==> config.mk <==
export PLATFORM = sky130hd
export DESIGN_NAME = line_folder_with_tab_expand
export DESIGN_NICKNAME = d
export VERILOG_FILES = /design/src/rtl/flf_pkg.sv /design/src/rtl/flf_ram.sv /design/src/rtl/flf_front.sv /design/src/rtl/flf_jobq.sv /design/src/rtl/flf_back.sv /design/src/rtl/line_folder_with_tab_expand.sv
export SDC_FILE = /design/constraint.sdc
export NUM_CORES = 1
export LEC_CHECK = 0
export BUFFER_PORTS_ARGS = -buffer_cell sky130_fd_sc_hd__buf_2
export CORE_UTILIZATION = 34
export DETAILED_ROUTE_END_ITERATION = 10
export PLACE_DENSITY_LB_ADDON = 0.08
export SETUP_SLACK_MARGIN = 0.02
export SYNTH_ARGS = -nofsm -noshare
export SYNTH_HDL_FRONTEND = slang
export SYNTH_SLANG_ARGS = --single-unit
==> constraint.sdc <==
create_clock -name clk -period 7.4 [get_ports clk]
set_input_delay 1.48 -clock clk [delete_from_list [all_inputs] [get_ports clk]]
set_output_delay 1.48 -clock clk [all_outputs]
set_load 0.01 [all_outputs]
==> src/rtl/flf_pkg.sv <==
`timescale 1ns / 1ps
// ----------------------------------------------------------------------------
// flf_pkg
// Shared constants, register codes, state types and the line job type for
// the line folder with tab expansion.
// ----------------------------------------------------------------------------
package flf_pkg;

  localparam int MAX_LINE_DEF = 63;

  // count width: fill count, positions and line lengths for any MAX_LINE in 2..63
  localparam int CNT_W = 6;
  localparam int LW_W  = 6;
  localparam int TW_W  = 5;
  localparam int CFG_W = 6;

  localparam logic [7:0] CH_TAB = 8'd9;
  localparam logic [7:0] CH_NL  = 8'd10;
  localparam logic [7:0] CH_SP  = 8'd32;

  localparam logic [LW_W-1:0] LW_RESET = 6'd20;
  localparam logic [LW_W-1:0] LW_MIN   = 6'd2;
  localparam logic [TW_W-1:0] TW_RESET = 5'd8;
  localparam logic [TW_W-1:0] TW_MIN   = 5'd1;

  typedef enum logic {
    REG_LINE_WIDTH = 1'b0,
    REG_TAB_WIDTH  = 1'b1
  } cfg_reg_t;

  typedef enum logic {
    F_IDLE,
    F_TAB
  } front_state_t;

  typedef enum logic {
    B_IDLE,
    B_CHARS
  } back_state_t;

  // one emitted line: len stored characters, then a newline
  typedef struct packed {
    logic [CNT_W-1:0] len;
  } line_job_t;

endpackage

==> src/rtl/flf_ram.sv <==
`timescale 1ns / 1ps
// ----------------------------------------------------------------------------
// flf_ram
// Generic simple dual-port RAM: one write port, one read port with the read
// data registered.
// ----------------------------------------------------------------------------
module flf_ram #(
  parameter int WIDTH = 8,
  parameter int DEPTH = 64
) (
  input  logic                     clk,
  input  logic                     we,
  input  logic [$clog2(DEPTH)-1:0] waddr,
  input  logic [WIDTH-1:0]         wdata,
  input  logic                     re,
  input  logic [$clog2(DEPTH)-1:0] raddr,
  output logic [WIDTH-1:0]         rdata
);

  logic [WIDTH-1:0] mem [DEPTH];
  logic [WIDTH-1:0] rdata_r;

  always_ff @(posedge clk) begin
    if (we) begin
      mem[waddr] <= wdata;
    end
    if (re) begin
      rdata_r <= mem[raddr];
    end
  end

  assign rdata = rdata_r;

endmodule

==> src/rtl/flf_front.sv <==
`timescale 1ns / 1ps
// ----------------------------------------------------------------------------
// flf_front
// Accepts characters, expands tabs into the line store, tracks the fill
// count and the rightmost space, and decides where each line folds. Every
// fold or newline becomes one line job for the back end.
// ----------------------------------------------------------------------------
module flf_front #(
  parameter int MAX_LINE = flf_pkg::MAX_LINE_DEF
) (
  input  logic                                 clk,
  input  logic                                 rst_n,
  input  logic                                 cfg_we,
  input  logic                                 cfg_index,
  input  logic [flf_pkg::CFG_W-1:0]            cfg_data,
  input  logic                                 in_valid,
  output logic                                 in_ready,
  input  logic [7:0]                           in_char,
  output logic                                 jq_push,
  output flf_pkg::line_job_t                   jq_job,
  input  logic                                 jq_full,
  input  logic                                 rd_take,
  output logic                                 wr_en,
  output logic [$clog2(MAX_LINE+1)-1:0]        wr_addr,
  output logic [7:0]                           wr_data
);
  import flf_pkg::*;

  localparam int AW    = $clog2(MAX_LINE + 1);
  localparam int DEPTH = 1 << AW;

  front_state_t     fst_r, fst_nxt;
  logic [LW_W-1:0]  cfg_lw_r;
  logic [TW_W-1:0]  cfg_tw_r;
  logic [CNT_W-1:0] fill_r, fill_nxt;
  logic [CNT_W-1:0] ls_r, ls_nxt;
  logic [CNT_W-1:0] cur_r, cur_nxt;
  logic [CNT_W-1:0] end_r, end_nxt;
  logic [AW-1:0]    base_r, base_nxt;
  logic [CNT_W:0]   pend_r, pend_nxt;

  logic [CNT_W-1:0] lw_eff, w_col, tend, land_pos, job_len;
  logic [TW_W-1:0]  tw_eff;
  logic [CNT_W:0]   tsum;
  logic [CNT_W+1:0] room_fill, room_cur;
  logic             can_wr, tab_ok, acc, land_go, land_sp;

  always_ff @(posedge clk) begin
    if (!rst_n) begin
      cfg_lw_r <= LW_RESET;
      cfg_tw_r <= TW_RESET;
    end else if (cfg_we) begin
      case (cfg_index)
        REG_LINE_WIDTH: cfg_lw_r <= cfg_data[LW_W-1:0];
        REG_TAB_WIDTH:  cfg_tw_r <= cfg_data[TW_W-1:0];
        default: ;
      endcase
    end
  end

  always_comb begin
    if (cfg_lw_r < LW_MIN) begin
      lw_eff = CNT_W'(LW_MIN);
    end else if (int'(cfg_lw_r) > MAX_LINE) begin
      lw_eff = CNT_W'(MAX_LINE);
    end else begin
      lw_eff = CNT_W'(cfg_lw_r);
    end
    tw_eff = (cfg_tw_r < TW_MIN) ? TW_MIN : cfg_tw_r;
    // an overlong line folds where the next character lands
    w_col  = (fill_r > lw_eff) ? fill_r : lw_eff;
    tsum   = {1'b0, fill_r} + {{(CNT_W + 1 - TW_W){1'b0}}, tw_eff} - (CNT_W+1)'(1);
    tend   = (tsum > {1'b0, w_col}) ? w_col : tsum[CNT_W-1:0];
  end

  // unread job characters plus the live line must fit in the store
  assign room_fill = {1'b0, pend_r} + {2'b0, fill_r};
  assign room_cur  = {1'b0, pend_r} + {2'b0, cur_r};
  assign can_wr    = int'(room_fill) <= DEPTH - 1;
  assign tab_ok    = int'(room_cur) <= DEPTH - 1;

  assign in_ready = (fst_r == F_IDLE) && !jq_full && can_wr;
  assign acc      = in_valid && in_ready;

  always_comb begin
    fst_nxt  = fst_r;
    fill_nxt = fill_r;
    ls_nxt   = ls_r;
    cur_nxt  = cur_r;
    end_nxt  = end_r;
    base_nxt = base_r;
    wr_en    = 1'b0;
    wr_addr  = base_r + AW'(fill_r);
    wr_data  = CH_SP;
    jq_push  = 1'b0;
    job_len  = '0;
    land_go  = 1'b0;
    land_pos = fill_r;
    land_sp  = 1'b0;

    case (fst_r)
      F_IDLE: begin
        if (acc) begin
          case (in_char)
            CH_NL: begin
              jq_push  = 1'b1;
              job_len  = fill_r;
              fill_nxt = '0;
              ls_nxt   = '0;
            end
            CH_TAB: begin
              wr_en = 1'b1;
              if (tend == fill_r) begin
                land_go = 1'b1;
                land_sp = 1'b1;
              end else begin
                cur_nxt = fill_r + CNT_W'(1);
                end_nxt = tend;
                fst_nxt = F_TAB;
              end
            end
            default: begin
              wr_en   = 1'b1;
              wr_data = in_char;
              land_go = 1'b1;
              land_sp = (in_char == CH_SP);
            end
          endcase
        end
      end
      F_TAB: begin
        wr_addr = base_r + AW'(cur_r);
        if (tab_ok) begin
          wr_en = 1'b1;
          if (cur_r == end_r) begin
            land_go  = 1'b1;
            land_pos = cur_r;
            land_sp  = 1'b1;
            fst_nxt  = F_IDLE;
          end else begin
            cur_nxt = cur_r + CNT_W'(1);
          end
        end
      end
      default: fst_nxt = F_IDLE;
    endcase

    if (land_go) begin
      if (land_pos == w_col) begin
        // fold: break after the rightmost space unless the landing char is one or there is none
        jq_push = 1'b1;
        if (!land_sp && ls_r != '0) begin
          job_len  = ls_r + CNT_W'(1);
          fill_nxt = land_pos - ls_r;
        end else begin
          job_len  = land_pos;
          fill_nxt = CNT_W'(1);
        end
        ls_nxt = '0;
      end else begin
        fill_nxt = land_pos + CNT_W'(1);
        if (land_sp && land_pos != '0) begin
          ls_nxt = land_pos;
        end
      end
    end

    // the next line starts right after the emitted characters
    if (jq_push) begin
      base_nxt = base_r + AW'(job_len);
    end
    pend_nxt = pend_r - {{CNT_W{1'b0}}, rd_take}
             + (jq_push ? {1'b0, job_len} : '0);
  end

  assign jq_job.len = job_len;

  always_ff @(posedge clk) begin
    if (!rst_n) begin
      fst_r  <= F_IDLE;
      fill_r <= '0;
      ls_r   <= '0;
      base_r <= '0;
      pend_r <= '0;
    end else begin
      fst_r  <= fst_nxt;
      fill_r <= fill_nxt;
      ls_r   <= ls_nxt;
      base_r <= base_nxt;
      pend_r <= pend_nxt;
    end
  end

  always_ff @(posedge clk) begin
    cur_r <= cur_nxt;
    end_r <= end_nxt;
  end

`ifndef SYNTHESIS
  a_store_room: assert property (@(posedge clk) disable iff (!rst_n)
    int'(room_fill) <= DEPTH)
    else $error("live line and unread characters overrun the store");
  a_read_pending: assert property (@(posedge clk) disable iff (!rst_n)
    rd_take |-> pend_r != '0)
    else $error("back end reads a character that was never handed over");
  a_push_room: assert property (@(posedge clk) disable iff (!rst_n)
    jq_push |-> !jq_full)
    else $error("line job pushed into a full queue");
`endif

endmodule

==> src/rtl/flf_jobq.sv <==
`timescale 1ns / 1ps
// ----------------------------------------------------------------------------
// flf_jobq
// Two-entry queue of line jobs between the front end and the back end.
// ----------------------------------------------------------------------------
module flf_jobq (
  input  logic               clk,
  input  logic               rst_n,
  input  logic               push,
  input  flf_pkg::line_job_t push_job,
  output logic               full,
  output logic               valid,
  output flf_pkg::line_job_t job,
  input  logic               pop
);
  import flf_pkg::*;

  line_job_t  slot0_r, slot1_r;
  logic       wp_r, rp_r;
  logic [1:0] cnt_r, cnt_nxt;

  assign full  = (cnt_r == 2'd2);
  assign valid = (cnt_r != 2'd0);
  assign job   = rp_r ? slot1_r : slot0_r;

  always_comb begin
    cnt_nxt = cnt_r + {1'b0, push} - {1'b0, pop};
  end

  always_ff @(posedge clk) begin
    if (!rst_n) begin
      wp_r  <= 1'b0;
      rp_r  <= 1'b0;
      cnt_r <= 2'd0;
    end else begin
      if (push) begin
        wp_r <= ~wp_r;
      end
      if (pop) begin
        rp_r <= ~rp_r;
      end
      cnt_r <= cnt_nxt;
    end
  end

  always_ff @(posedge clk) begin
    if (push && !wp_r) begin
      slot0_r <= push_job;
    end
    if (push && wp_r) begin
      slot1_r <= push_job;
    end
  end

endmodule

==> src/rtl/flf_back.sv <==
`timescale 1ns / 1ps
// ----------------------------------------------------------------------------
// flf_back
// Carries out line jobs: reads the stored characters of each line in order,
// appends the newline and presents the beats through a two-entry output
// buffer.
// ----------------------------------------------------------------------------
module flf_back #(
  parameter int MAX_LINE = flf_pkg::MAX_LINE_DEF
) (
  input  logic                          clk,
  input  logic                          rst_n,
  input  logic                          jq_valid,
  input  flf_pkg::line_job_t            jq_job,
  output logic                          jq_pop,
  output logic                          rd_take,
  output logic [$clog2(MAX_LINE+1)-1:0] rd_addr,
  input  logic [7:0]                    rd_data,
  output logic                          out_valid,
  input  logic                          out_ready,
  output logic [7:0]                    out_char,
  output logic                          out_last_of_run
);
  import flf_pkg::*;

  localparam int AW = $clog2(MAX_LINE + 1);

  typedef struct packed {
    logic       last;
    logic [7:0] ch;
  } out_beat_t;

  back_state_t      bst_r, bst_nxt;
  logic [CNT_W-1:0] cnt_r, cnt_nxt;
  logic [AW-1:0]    rd_r;
  logic             p_r, p_nl_r;
  out_beat_t        ent0_r, ent1_r, head, land;
  logic             wp_r, rp_r;
  logic [1:0]       occ_r;
  logic [2:0]       lvl;
  logic             pop, slot, issue_nl;

  assign pop  = out_valid && out_ready;
  assign head = rp_r ? ent1_r : ent0_r;
  // a beat issued now lands next cycle; keep the buffer from overflowing
  assign lvl  = {1'b0, occ_r} + {2'b0, p_r};
  assign slot = lvl <= ({2'b0, pop} + 3'd1);

  always_comb begin
    bst_nxt  = bst_r;
    cnt_nxt  = cnt_r;
    jq_pop   = 1'b0;
    rd_take  = 1'b0;
    issue_nl = 1'b0;
    case (bst_r)
      B_IDLE: begin
        if (slot && jq_valid) begin
          jq_pop = 1'b1;
          if (jq_job.len == '0) begin
            issue_nl = 1'b1;
          end else begin
            rd_take = 1'b1;
            cnt_nxt = jq_job.len - CNT_W'(1);
            bst_nxt = B_CHARS;
          end
        end
      end
      B_CHARS: begin
        if (slot) begin
          if (cnt_r == '0) begin
            issue_nl = 1'b1;
            bst_nxt  = B_IDLE;
          end else begin
            rd_take = 1'b1;
            cnt_nxt = cnt_r - CNT_W'(1);
          end
        end
      end
      default: bst_nxt = B_IDLE;
    endcase
  end

  assign rd_addr = rd_r;

  always_comb begin
    land.last = p_nl_r;
    land.ch   = p_nl_r ? CH_NL : rd_data;
  end

  always_ff @(posedge clk) begin
    if (!rst_n) begin
      bst_r  <= B_IDLE;
      rd_r   <= '0;
      p_r    <= 1'b0;
      p_nl_r <= 1'b0;
      wp_r   <= 1'b0;
      rp_r   <= 1'b0;
      occ_r  <= 2'd0;
    end else begin
      bst_r  <= bst_nxt;
      p_r    <= rd_take || issue_nl;
      p_nl_r <= issue_nl;
      if (rd_take) begin
        rd_r <= rd_r + AW'(1);
      end
      if (p_r) begin
        wp_r <= ~wp_r;
      end
      if (pop) begin
        rp_r <= ~rp_r;
      end
      occ_r <= occ_r + {1'b0, p_r} - {1'b0, pop};
    end
  end

  always_ff @(posedge clk) begin
    cnt_r <= cnt_nxt;
    if (p_r && !wp_r) begin
      ent0_r <= land;
    end
    if (p_r && wp_r) begin
      ent1_r <= land;
    end
  end

  assign out_valid       = (occ_r != 2'd0);
  assign out_char        = head.ch;
  assign out_last_of_run = head.last;

`ifndef SYNTHESIS
  a_buf_overflow: assert property (@(posedge clk) disable iff (!rst_n)
    (occ_r == 2'd2 && !pop) |-> !p_r)
    else $error("output buffer overflow");
`endif

endmodule

==> src/rtl/line_folder_with_tab_expand.sv <==
`timescale 1ns / 1ps
// ----------------------------------------------------------------------------
// line_folder_with_tab_expand
// Folds a character stream into lines of at most line_width columns,
// breaking after the rightmost space, with tabs expanded to spaces.
//
//   channel   ports                                  handshake
//   input     in_char                                in_valid / in_ready
//   output    out_char, out_last_of_run              out_valid / out_ready
//   config    cfg_index, cfg_data                    cfg_we, no wait
//
// An ordinary character or a newline is taken in a single handshake; a tab is
// expanded into spaces written one at a time through the single write port of
// the line store, and no new character is taken until it is done. The back end
// emits a line of n characters as n + 1 beats, one store read per character beat; the newline carries out_last_of_run.
// The front stalls when the two-entry job queue is full or when unread
// characters of queued lines still occupy the store slots it would write.
// Reset is synchronous and needs no clearing pass; the store is never read
// beyond what was written.
// ----------------------------------------------------------------------------
module line_folder_with_tab_expand #(
  parameter int MAX_LINE = flf_pkg::MAX_LINE_DEF
) (
  input  logic                      clk,
  input  logic                      rst_n,
  input  logic                      cfg_we,
  input  logic                      cfg_index,
  input  logic [flf_pkg::CFG_W-1:0] cfg_data,
  input  logic                      in_valid,
  output logic                      in_ready,
  input  logic [7:0]                in_char,
  output logic                      out_valid,
  input  logic                      out_ready,
  output logic [7:0]                out_char,
  output logic                      out_last_of_run
);
  import flf_pkg::*;

  localparam int AW    = $clog2(MAX_LINE + 1);
  localparam int DEPTH = 1 << AW;

  logic          jq_push, jq_full, jq_valid, jq_pop;
  line_job_t     push_job, head_job;
  logic          rd_take;
  logic          wr_en;
  logic [AW-1:0] wr_addr, rd_addr;
  logic [7:0]    wr_data, rd_data;

  flf_front #(
    .MAX_LINE (MAX_LINE)
  ) u_front (
    .clk       (clk),
    .rst_n     (rst_n),
    .cfg_we    (cfg_we),
    .cfg_index (cfg_index),
    .cfg_data  (cfg_data),
    .in_valid  (in_valid),
    .in_ready  (in_ready),
    .in_char   (in_char),
    .jq_push   (jq_push),
    .jq_job    (push_job),
    .jq_full   (jq_full),
    .rd_take   (rd_take),
    .wr_en     (wr_en),
    .wr_addr   (wr_addr),
    .wr_data   (wr_data)
  );

  flf_jobq u_jobq (
    .clk      (clk),
    .rst_n    (rst_n),
    .push     (jq_push),
    .push_job (push_job),
    .full     (jq_full),
    .valid    (jq_valid),
    .job      (head_job),
    .pop      (jq_pop)
  );

  flf_ram #(
    .WIDTH (8),
    .DEPTH (DEPTH)
  ) u_store (
    .clk   (clk),
    .we    (wr_en),
    .waddr (wr_addr),
    .wdata (wr_data),
    .re    (rd_take),
    .raddr (rd_addr),
    .rdata (rd_data)
  );

  flf_back #(
    .MAX_LINE (MAX_LINE)
  ) u_back (
    .clk             (clk),
    .rst_n           (rst_n),
    .jq_valid        (jq_valid),
    .jq_job          (head_job),
    .jq_pop          (jq_pop),
    .rd_take         (rd_take),
    .rd_addr         (rd_addr),
    .rd_data         (rd_data),
    .out_valid       (out_valid),
    .out_ready       (out_ready),
    .out_char        (out_char),
    .out_last_of_run (out_last_of_run)
  );

endmodule
# Word-level counts from Yosys, hierarchy flattened
# Memory sizes are Yosys's and may differ from the RTL's. A register that Yosys moved wholly into a read port is not among the register bits.
# Cells that the tools add are included.
[op_classes]
addsub = 23
n_lt_le_gt_ge = 7
n_eq_ne = 17
mux = 84
bitwise = 8
reduce_logical = 31
[op_table]
columns = ["op", "count"]
rows = [
  ["$mux W6", 36],
  ["$mux W8", 4],
  ["$mux W1", 31],
  ["$add A6 B1 Y6 const B", 5],
  ["$pmux W6 S2", 2],
  ["$add A6 B6 Y6", 3],
  ["$eq A6 B6 Y1", 3],
  ["$pmux W1 S2", 9],
  ["$add A7 B6 Y8", 2],
  ["$eq A8 B4 Y1 const B", 2],
  ["$le A8 B6 Y1 const B", 2],
  ["$ne A2 B2 Y1 const B", 8],
  ["$logic_not A6 Y1", 2],
  ["$reduce_bool A6 Y1", 2],
  ["$sub A6 B1 Y6 const B", 2],
  ["$logic_and A1 B1 Y1", 11],
  ["$mux W9", 1],
  ["$eq A8 B6 Y1 const B", 1],
  ["$not A1 Y1", 8],
  ["$reduce_and A4 Y1", 2],
  ["$reduce_bool A2 Y1", 4],
  ["$add A6 B5 Y7", 1],
  ["$add A7 B7 Y7", 1],
  ["$gt A7 B6 Y1", 1],
  ["other kinds (20)", 27],
]
[word_totals]
ff_bits = 102
mem_bits_rw = 512
out_inout_bits = 11
memories = 1
[memory_table]
columns = ["name", "depth", "word_bits", "rd", "rd_clocked_by_memory_dff", "write_ports", "line", "text"]
rows = [
  ["u_store.mem", 64, 8, 1, 1, 1, "flf_ram.sv:20", "logic [WIDTH-1:0] mem [DEPTH];"],
]

# Longest topological paths before layout
# Gate-level depths: netlist (run 1).
[depth]
depth_word = 18
mapped_depth = 34

# Hierarchy
# A second synthesis (run 1) with hierarchy kept.
[hier_totals]
hier_cells = 1766
hier_area_um2 = 27771.6
[modules_own_cells]
columns = ["mod", "n_inst", "cells_per_inst", "area_each_um2", "seq_area_each_um2"]
rows = [
  ["flf_ram", 1, 940, 20246.9, 15615.0],
  ["flf_front", 1, 644, 5153.7, 1101.1],
  ["flf_back", 1, 144, 1736.7, 980.9],
  ["flf_jobq", 1, 38, 634.4, 440.4],
]

# Worst setup path after synthesis (run 1)
# Ideal clock, no wire load.
[synth_timing]
kind = "register to register"
from = "register u_front.cfg_lw_r[5]"
to = "register u_front.pend_r[6]"
arrival_ns = 6.541
required_time_ns = 7.285
setup_slack_ns = 0.744
path_stages_with_launch = 33
n_path_buf = 3
cell_sequence = "dfxtp_1 -> or4_4 -> nor2b_4 -> buf_6 -> ha_1 -> nand3b_1 -> a21oi_1 -> o31ai_1 -> clkbuf_1 -> nor2_1 -> a21oi_1 -> ha_1 -> nand3_1 -> a21oi_1 -> a211oi_1 -> o32ai_1 -> and3_1 -> or4b_4 -> and3_1 -> buf_4 -> nor2_1 -> a21oi_1 -> o32ai_2 -> inv_1 -> ha_1 -> inv_1 -> fa_1 -> a21o_1 -> a21oi_1 -> o21bai_1 -> a21oi_1 -> xnor2_1 -> and2_1"
[synth_lines]
columns = ["element", "line", "text"]
rows = [
  ["start, declared", "flf_front.sv:33", "logic [LW_W-1:0] cfg_lw_r;"],
  ["start signal, assigned", "flf_front.sv:54", "REG_LINE_WIDTH: cfg_lw_r <= cfg_data[LW_W-1:0];"],
  ["end signal, assigned", "flf_front.sv:190", "pend_r <= pend_nxt;"],
  ["end, declared", "flf_front.sv:40", "logic [CNT_W:0] pend_r, pend_nxt;"],
]

==> results of run 1 <==
[worst max-delay path by stage]
stage | end | slack, ns | cells past startpoint
6_report | u_front.pend_r[6] | 0.55 | 30
4_1_cts | u_front.pend_r[6] | 0.26 | 29
5_1_grt | u_front.pend_r[6] | 0.12 | 31
3_3_place_gp | u_front.pend_r[6] | 0.43 | 29
2_1_floorplan | u_front.pend_r[6] | 0.74 | 32
3_5_place_dp | u_front.pend_r[6] | 0.30 | 30
[metrics by stage]
step / utilization / hold slack [ns]
after global routing: 0.394 / 0.515
after CTS: 0.393 / 0.480
final: 0.394 / 0.472
after floorplan: - / 0.441
after global placement: 0.364 / 0.468
after detailed placement: 0.364 / 0.471
[cells in the final DEF, fill, tap and decap left out, types with 25 or more instances in the layout]
master,Yosys,layout
buf_2,3,30
nand3_1,34,34
mux4_2,168,168
buf_4,1,29
xnor2_1,46,46
clkbuf_16,0,73
mux2i_1,25,25
inv_1,78,78
a21oi_1,55,54
edfxtp_1,568,568
nand2_1,63,63
xor2_1,27,27
dfxtp_1,54,50
nor2_1,124,124
ha_1,73,73
[state kept, by name (all words and copies together) (netlist names), 7 cells and up]
register,cells
u_store.rdata,8
u_back.ent0_r,9
u_store.mem,512
u_back.ent1_r,9
u_front.pend_r,7
[worst max-delay path, delay by kind of cell (launching register included)]
family | cells | cell delay, ns
and+or+nand+nor | 8 | 2.35
AOI/OAI and AO/OA | 13 | 2.19
adders and majority gates | 4 | 1.31
buffers and inverters | 4 | 0.42
DFF | 1 | 0.39
xor gates and xnor gates | 1 | 0.08
[area by class of cell]
class | count | area (µm²) | area share
diodes | 1 | 2.50 | 0.0000801
clock buffers | 84 | 1870 | 0.0598
clock inverters | 45 | 503 | 0.0161
inverters | 84 | 315 | 0.0101
multi-input cells | 862 | 8670 | 0.278
flip-flops and latches | 622 | 18100 | 0.581
well taps | 1050 | 1310 | 0.0421
repair buffers | 61 | 408 | 0.0131
[kinds of logic after synthesis]
family                     Yosys count  synth area share
xor gates and xnor gates            75            0.0248
and+or+nand+nor                    341            0.0609
muxes                              206             0.153
adders and majority gates           79            0.0378
DFF                                622             0.663
buffers and inverters              154            0.0217
AOI/OAI and AO/OA                  161            0.0388
[repair_timing]
action / in CTS / in global routing
gates resized for setup: 0 / 7
hold buffers: 0 / 0
setup endpoints to repair: 0 / 4
[where the power goes]
group | switching (mW) | internal [mW]
logic | 1.40 | 0.975
clock network | 1.48 | 2.08
registers | 0.119 | 4.20
[per-layer routing]
metal	wire length (µm)	up-vias	track usage
li1	-	6532	-
met1	33800	7479	0.259
met5	0	-	0
met4	1680	0	0.0519
met2	31700	314	0.266
met3	2740	97	0.0220
==> results.sh, run 1 <==
export IMPL_fin_cells=2809
export IMPL_grt_pass1_wl_um=103000
export IMPL_final_max_slew_viol_count=0
export IMPL_grt_pass1_vias=14900
export IMPL_setup_worst_path_class="register to register"
export IMPL_antenna_found_initial=1
export IMPL_post_cts_buffers=0
export IMPL_critical_path_max_stage_delay_ns=0.59
export IMPL_slowest_stage="or4_4"
export IMPL_r2r_end="u_front.pend_r[6]"
export IMPL_n_fill_cell=7239
export IMPL_clock_latency_ns=0.63
export IMPL_synth_area_leader_cell="edfxtp_1"
export IMPL_worstRegToRegCells=30
export IMPL_yosysUniqueCellTypes=74
export IMPL_dp_hpwl_um=42900
export IMPL_cp_data_arrival_time_ns=7.36
export IMPL_synth_top_area_share=0.624
export IMPL_max_cap_viol_count=0
export IMPL_ys_ff_latch=622
export IMPL_die_h_um=286
export IMPL_dieWidth_um=286
export IMPL_cts_buffers=72
export IMPL_rrSetupSlack_ns=0.55
export IMPL_synth_common_cells="edfxtp_1, mux4_2, nor2_1"
export IMPL_nNetsFinal=1802
export IMPL_peakVddDrop_v=0.000169
export IMPL_holdPathStages=2
export IMPL_clock_sinks=622
export IMPL_startpoint_type="register"
export IMPL_rsz0062_at_grt="no"
export IMPL_setup_viol=0
export IMPL_io_pins=31
export IMPL_tns_ns=0
export IMPL_dp_cells=2679
export IMPL_io_buffers=30
export IMPL_syn_inst=1638
export IMPL_max_freq_ghz=0.146
export IMPL_layout_setup_ws_ns=0.546
export IMPL_cts_tree="done"
export IMPL_layout_min_cycle_time_ns=6.85
export IMPL_finalInstanceArea_mm2=0.0312
export IMPL_hold_viol_final=0
export IMPL_netlist_area_mm2=0.0273
export IMPL_drive_above_1_share=0.217
export IMPL_place_gp_congestion=0.827
export IMPL_end_kind="register"
export IMPL_required_ns=7.90
export IMPL_area_growth_pct=14.2
export IMPL_grt_max_degree=120
export IMPL_synth_edf_count=568
export IMPL_slew_limit_headroom=0.195
export IMPL_dr_pass1_iters=5
export IMPL_outcome="complete, no violations"
export IMPL_p_leak_nw=10.3
export IMPL_clk_pin_slew_worst_paths_ns=0.05
export IMPL_grt_overflow=0
export IMPL_synth_most_common_cell="edfxtp_1"
export IMPL_cp_common_cell="a21oi_1"
export IMPL_worstMarginPinSlew_ns=1.21
export IMPL_critPathMaxFanout=11
export IMPL_worstSetupStartpoint="u_front.cfg_lw_r[5]"
export IMPL_core_area_mm2=0.0793
export IMPL_power_per_cell_area_mw_per_mm2=329
export IMPL_viasPerCell=5.13
export IMPL_finalPower_mw=10.3
export IMPL_syn_nets=1737
export IMPL_worstReg2RegStart="u_front.cfg_lw_r[5]"
export IMPL_seq_area_frac_synth=0.663
export IMPL_synthArstFlopShare=0
export IMPL_avgSynthCellArea_um2=16.7
export IMPL_wirelength_um=69900
export IMPL_die_area_mm2=0.0816
export IMPL_skew_ns=0.0183
export IMPL_drt_initial_drc_count=1129
export IMPL_wire_per_inst_um=24.9
export IMPL_cts_htree_levels=3
export IMPL_postPlaceCellArea_mm2=0.0288
export IMPL_ys_warn_count=0
export IMPL_core_rowCount=103
export IMPL_synthFlopType="edfxtp_1"
export IMPL_worstHoldStart="u_front.cfg_tw_r[0]"
export IMPL_synth_area_top_cells="edfxtp_1, mux4_2, dfxtp_1, ha_1, nor2_1"
export IMPL_cts_buffer_depth=3
export IMPL_fin_crit_sh=0.926
export IMPL_hold_path_class="register to register"
export IMPL_initial_core_util=0.345
export IMPL_ant_nets=0
export IMPL_post_place_ws_ns=0.298
export IMPL_grt_total_usage=0.174
export IMPL_cts_root_buf="clkbuf_16"
export IMPL_drc=0
export IMPL_dr_total_vias=14400
export IMPL_holdPathEnd="u_front.cfg_tw_r[0]"
No activity file was read; power rests on OpenSTA's default activity.
==> run 2, diff against run 1 <==
Settings changed: CORE_UTILIZATION 34 to 45, SYNTH_HIERARCHICAL set to 1.
==> run 2 against run 1 <==
- clock power decreased by 12%
- critical path depth decreased by 3
- critical endpoint is now u_front/base_r[5]
- fmax increased by 4.9%
- synthesized cell count increased by 7.8%
==> results.sh, run 2 <==
export IMPL_outcome="complete, no violations"
export IMPL_viasPerCell=5.84
export IMPL_required_ns=7.92
export IMPL_worstHoldStart="u_front/cfg_tw_r[2]"
export IMPL_wl_met2_um=31300
export IMPL_place_gp_congestion=0.859
export IMPL_grt_pass1_wl_um=99800
export IMPL_final_max_slew_viol_count=0
export IMPL_cts_tree="done"
export IMPL_grt_total_usage=0.216
export IMPL_drc=0
export IMPL_hold_viol_final=0
export IMPL_nNetsFinal=1906
export IMPL_worstRegToRegCells=27
export IMPL_die_h_um=250
export IMPL_clk_pin_slew_worst_paths_ns=0.05
export IMPL_post_cts_buffers=0
export IMPL_antenna_found_initial=1
export IMPL_hold_path_class="register to register"
export IMPL_cts_resized=0
export IMPL_wl_met3_um=3740
export IMPL_synth_top_area_share=0.614
export IMPL_end_kind="register"
export IMPL_cts_buffer_depth=3
export IMPL_max_cap_viol_count=0
export IMPL_met1_length_um=29500
export IMPL_yosysUniqueCellTypes=84
export IMPL_cts_htree_levels=3
export IMPL_syn_nets=1862
export IMPL_max_freq_ghz=0.153
export IMPL_io_buffers=30
export IMPL_n_antenna_cell=0
export IMPL_dp_hpwl_um=42000
export IMPL_synth_most_common_cell="edfxtp_1"
export IMPL_dr_total_vias=15400
export IMPL_wirelength_um=66600
export IMPL_core_rowCount=90
export IMPL_cts_buffers=68
export IMPL_drt_initial_drc_count=1314
export IMPL_critPathMaxFanout=22
export IMPL_area_growth_pct=10.6
export IMPL_startpoint_type="register"
export IMPL_worstReg2RegStart="u_front/cfg_lw_r[2]"
export IMPL_ant_nets=0
export IMPL_grt_pass1_vias=15500
export IMPL_synth_edf_count=568
export IMPL_setup_viol=0
export IMPL_peakVddDrop_v=0.000182
export IMPL_grt_max_degree=74
export IMPL_top_layer_used="met4"
export IMPL_synth_common_cells="edfxtp_1, nor2_1, mux4_2"
export IMPL_die_area_mm2=0.0627
export IMPL_cts_root_buf="clkbuf_16"
export IMPL_slew_limit_headroom=0.170
export IMPL_setup_worst_path_class="register to register"
export IMPL_core_area_mm2=0.0607
export IMPL_drive_above_1_share=0.178
export IMPL_avgSynthCellArea_um2=15.7
export IMPL_fin_crit_sh=0.883
export IMPL_holdPathStages=2
export IMPL_grt_overflow=0
export IMPL_clock_sinks=622
export IMPL_clock_latency_ns=0.61
export IMPL_layout_min_cycle_time_ns=6.54
export IMPL_io_pins=31
export IMPL_utilization=0.506
export IMPL_wire_per_inst_um=25.2
export IMPL_finalPower_mw=9.94
export IMPL_largest_reg_flops=512
export IMPL_top_register="u_store/mem"
export IMPL_dr_pass1_iters=5
export IMPL_power_per_cell_area_mw_per_mm2=324
export IMPL_hold_buffers=0
export IMPL_worstSetupStartpoint="u_front/cfg_lw_r[2]"
export IMPL_mostFrequentLayoutCells="edfxtp_1, nor2_1, mux4_2"
export IMPL_seq_area_frac_synth=0.653
export IMPL_register_area_mm2=0.0181
export IMPL_rsz0062_at_grt="no"
export IMPL_worstMarginPinSlew_ns=1.24
export IMPL_syn_inst=1766
export IMPL_skew_ns=0.0175
export IMPL_synthArstFlopShare=0
export IMPL_n_fill_cell=5063
export IMPL_netlist_area_mm2=0.0278
export IMPL_tns_ns=0
export IMPL_initial_core_util=0.458
export IMPL_synthFlopType="edfxtp_1"
export IMPL_reg_largest_list="u_store/mem (512), u_back/ent0_r (9), u_back/ent1_r (9)"
export IMPL_multi_input_area_mm2=0.00886
export IMPL_synth_area_top_cells="edfxtp_1, mux4_2, dfxtp_1, ha_1, nor2_1"
export IMPL_cp_data_arrival_time_ns=7.06
export IMPL_ys_ff_latch=622
export IMPL_dieWidth_um=250
export IMPL_p_leak_nw=10.2
export IMPL_ys_warn_count=6
export IMPL_synth_area_leader_cell="edfxtp_1"
export IMPL_mostFrequentLayoutCell="edfxtp_1"
## run 2: cell types whose count changed after synthesis, moves of 10 or more
cell,previous run,this run
mux2i_1,25,46
nand2b_1,3,15
buf_1,20,5
buf_2,3,19
clkbuf_1,45,35
nand3_1,34,47
nor2b_1,22,32
mux2_2,11,23
mux4_2,168,126
buf_4,1,14
nor3_1,11,26
nand2_1,63,77
## run 2: final cells by class
| type | count | area share |
|---|---|---|
| Timing Repair Buffer | 55 | 0.0114 |
| Multi-Input combinational cell | 976 | 0.289 |
| Inverter | 87 | 0.0106 |
| Clock inverter | 33 | 0.00872 |
| Tap cell | 782 | 0.0318 |
| Clock buffer | 87 | 0.0580 |
| Sequential cell | 622 | 0.591 |
## run 2: report_power, final
part           switching, mW  internal, mW  total [mW]
combinational           1.41         0.995        2.41
sequential             0.193          4.19        4.39
clock                   1.37          1.79        3.15
total                   2.97          6.97        9.94
## run 2: final timing paths
kind / endpoint / slack, ns
hold reg to reg: u_front/cfg_tw_r[2] / 0.46
setup / recovery: u_front/base_r[5] / 0.86
setup reg to reg: u_front/base_r[5] / 0.86
hold / removal: u_front/cfg_tw_r[2] / 0.46
## run 2: cell families (layout without fill, tap and decap cells)
kind of cell,count (synthesis),count (layout),synth area share
flops,622,622,0.653
fa+ha+maj,76,76,0.0356
xor+xnor,64,64,0.0212
simple gates,407,407,0.0735
buf+inv,168,262,0.0282
compound gates,228,228,0.0579
mux,201,201,0.131
## run 2: metrics by stage
stage | setup slack, ns | cell area, µm² | hold WS [ns] | std cells
6_report | 0.863 | 30700 | 0.458 | 2642
5_1_grt | 0.207 | 30700 | 0.486 | 2642
4_1_cts | 0.875 | 30700 | 0.460 | 2642
3_5_place_dp | 0.913 | 28700 | 0.452 | 2522
3_3_place_gp | 1.07 | 28700 | 0.450 | 2522
2_1_floorplan | 1.33 | 27800 | 0.433 | 1766
## run 2: worst max-delay path, stage by stage, from the launching register on
cell      delay (ns)
dfxtp_1         0.38
nor4_2          0.37
a21boi_1        0.25
ha_1            0.34
nand2_1         0.05
or2_2           0.29
o31ai_2         0.06
buf_4           0.29
nor2_1          0.06
a21oi_1         0.18
ha_1            0.28
nand4_1         0.11
o22ai_1         0.08
a21oi_1         0.16
nand3b_1        0.38
nand3_1         0.22
a31o_2          0.29
nor2_1          0.47
nor2_1          0.10
a21oi_1         0.26
o22ai_1         0.19
ha_1            0.32
a21o_1          0.18
a21oi_1         0.22
o21bai_1        0.09
a21oi_1         0.29
or3b_1          0.39
a31oi_1         0.15
## run 2: routing by layer
metal | track usage | up-vias
li1 | - | 6940
met1 | 0.305 | 7901
met2 | 0.342 | 480
met3 | 0.0357 | 121
met4 | 0.0713 | 0
met5 | 0 | -
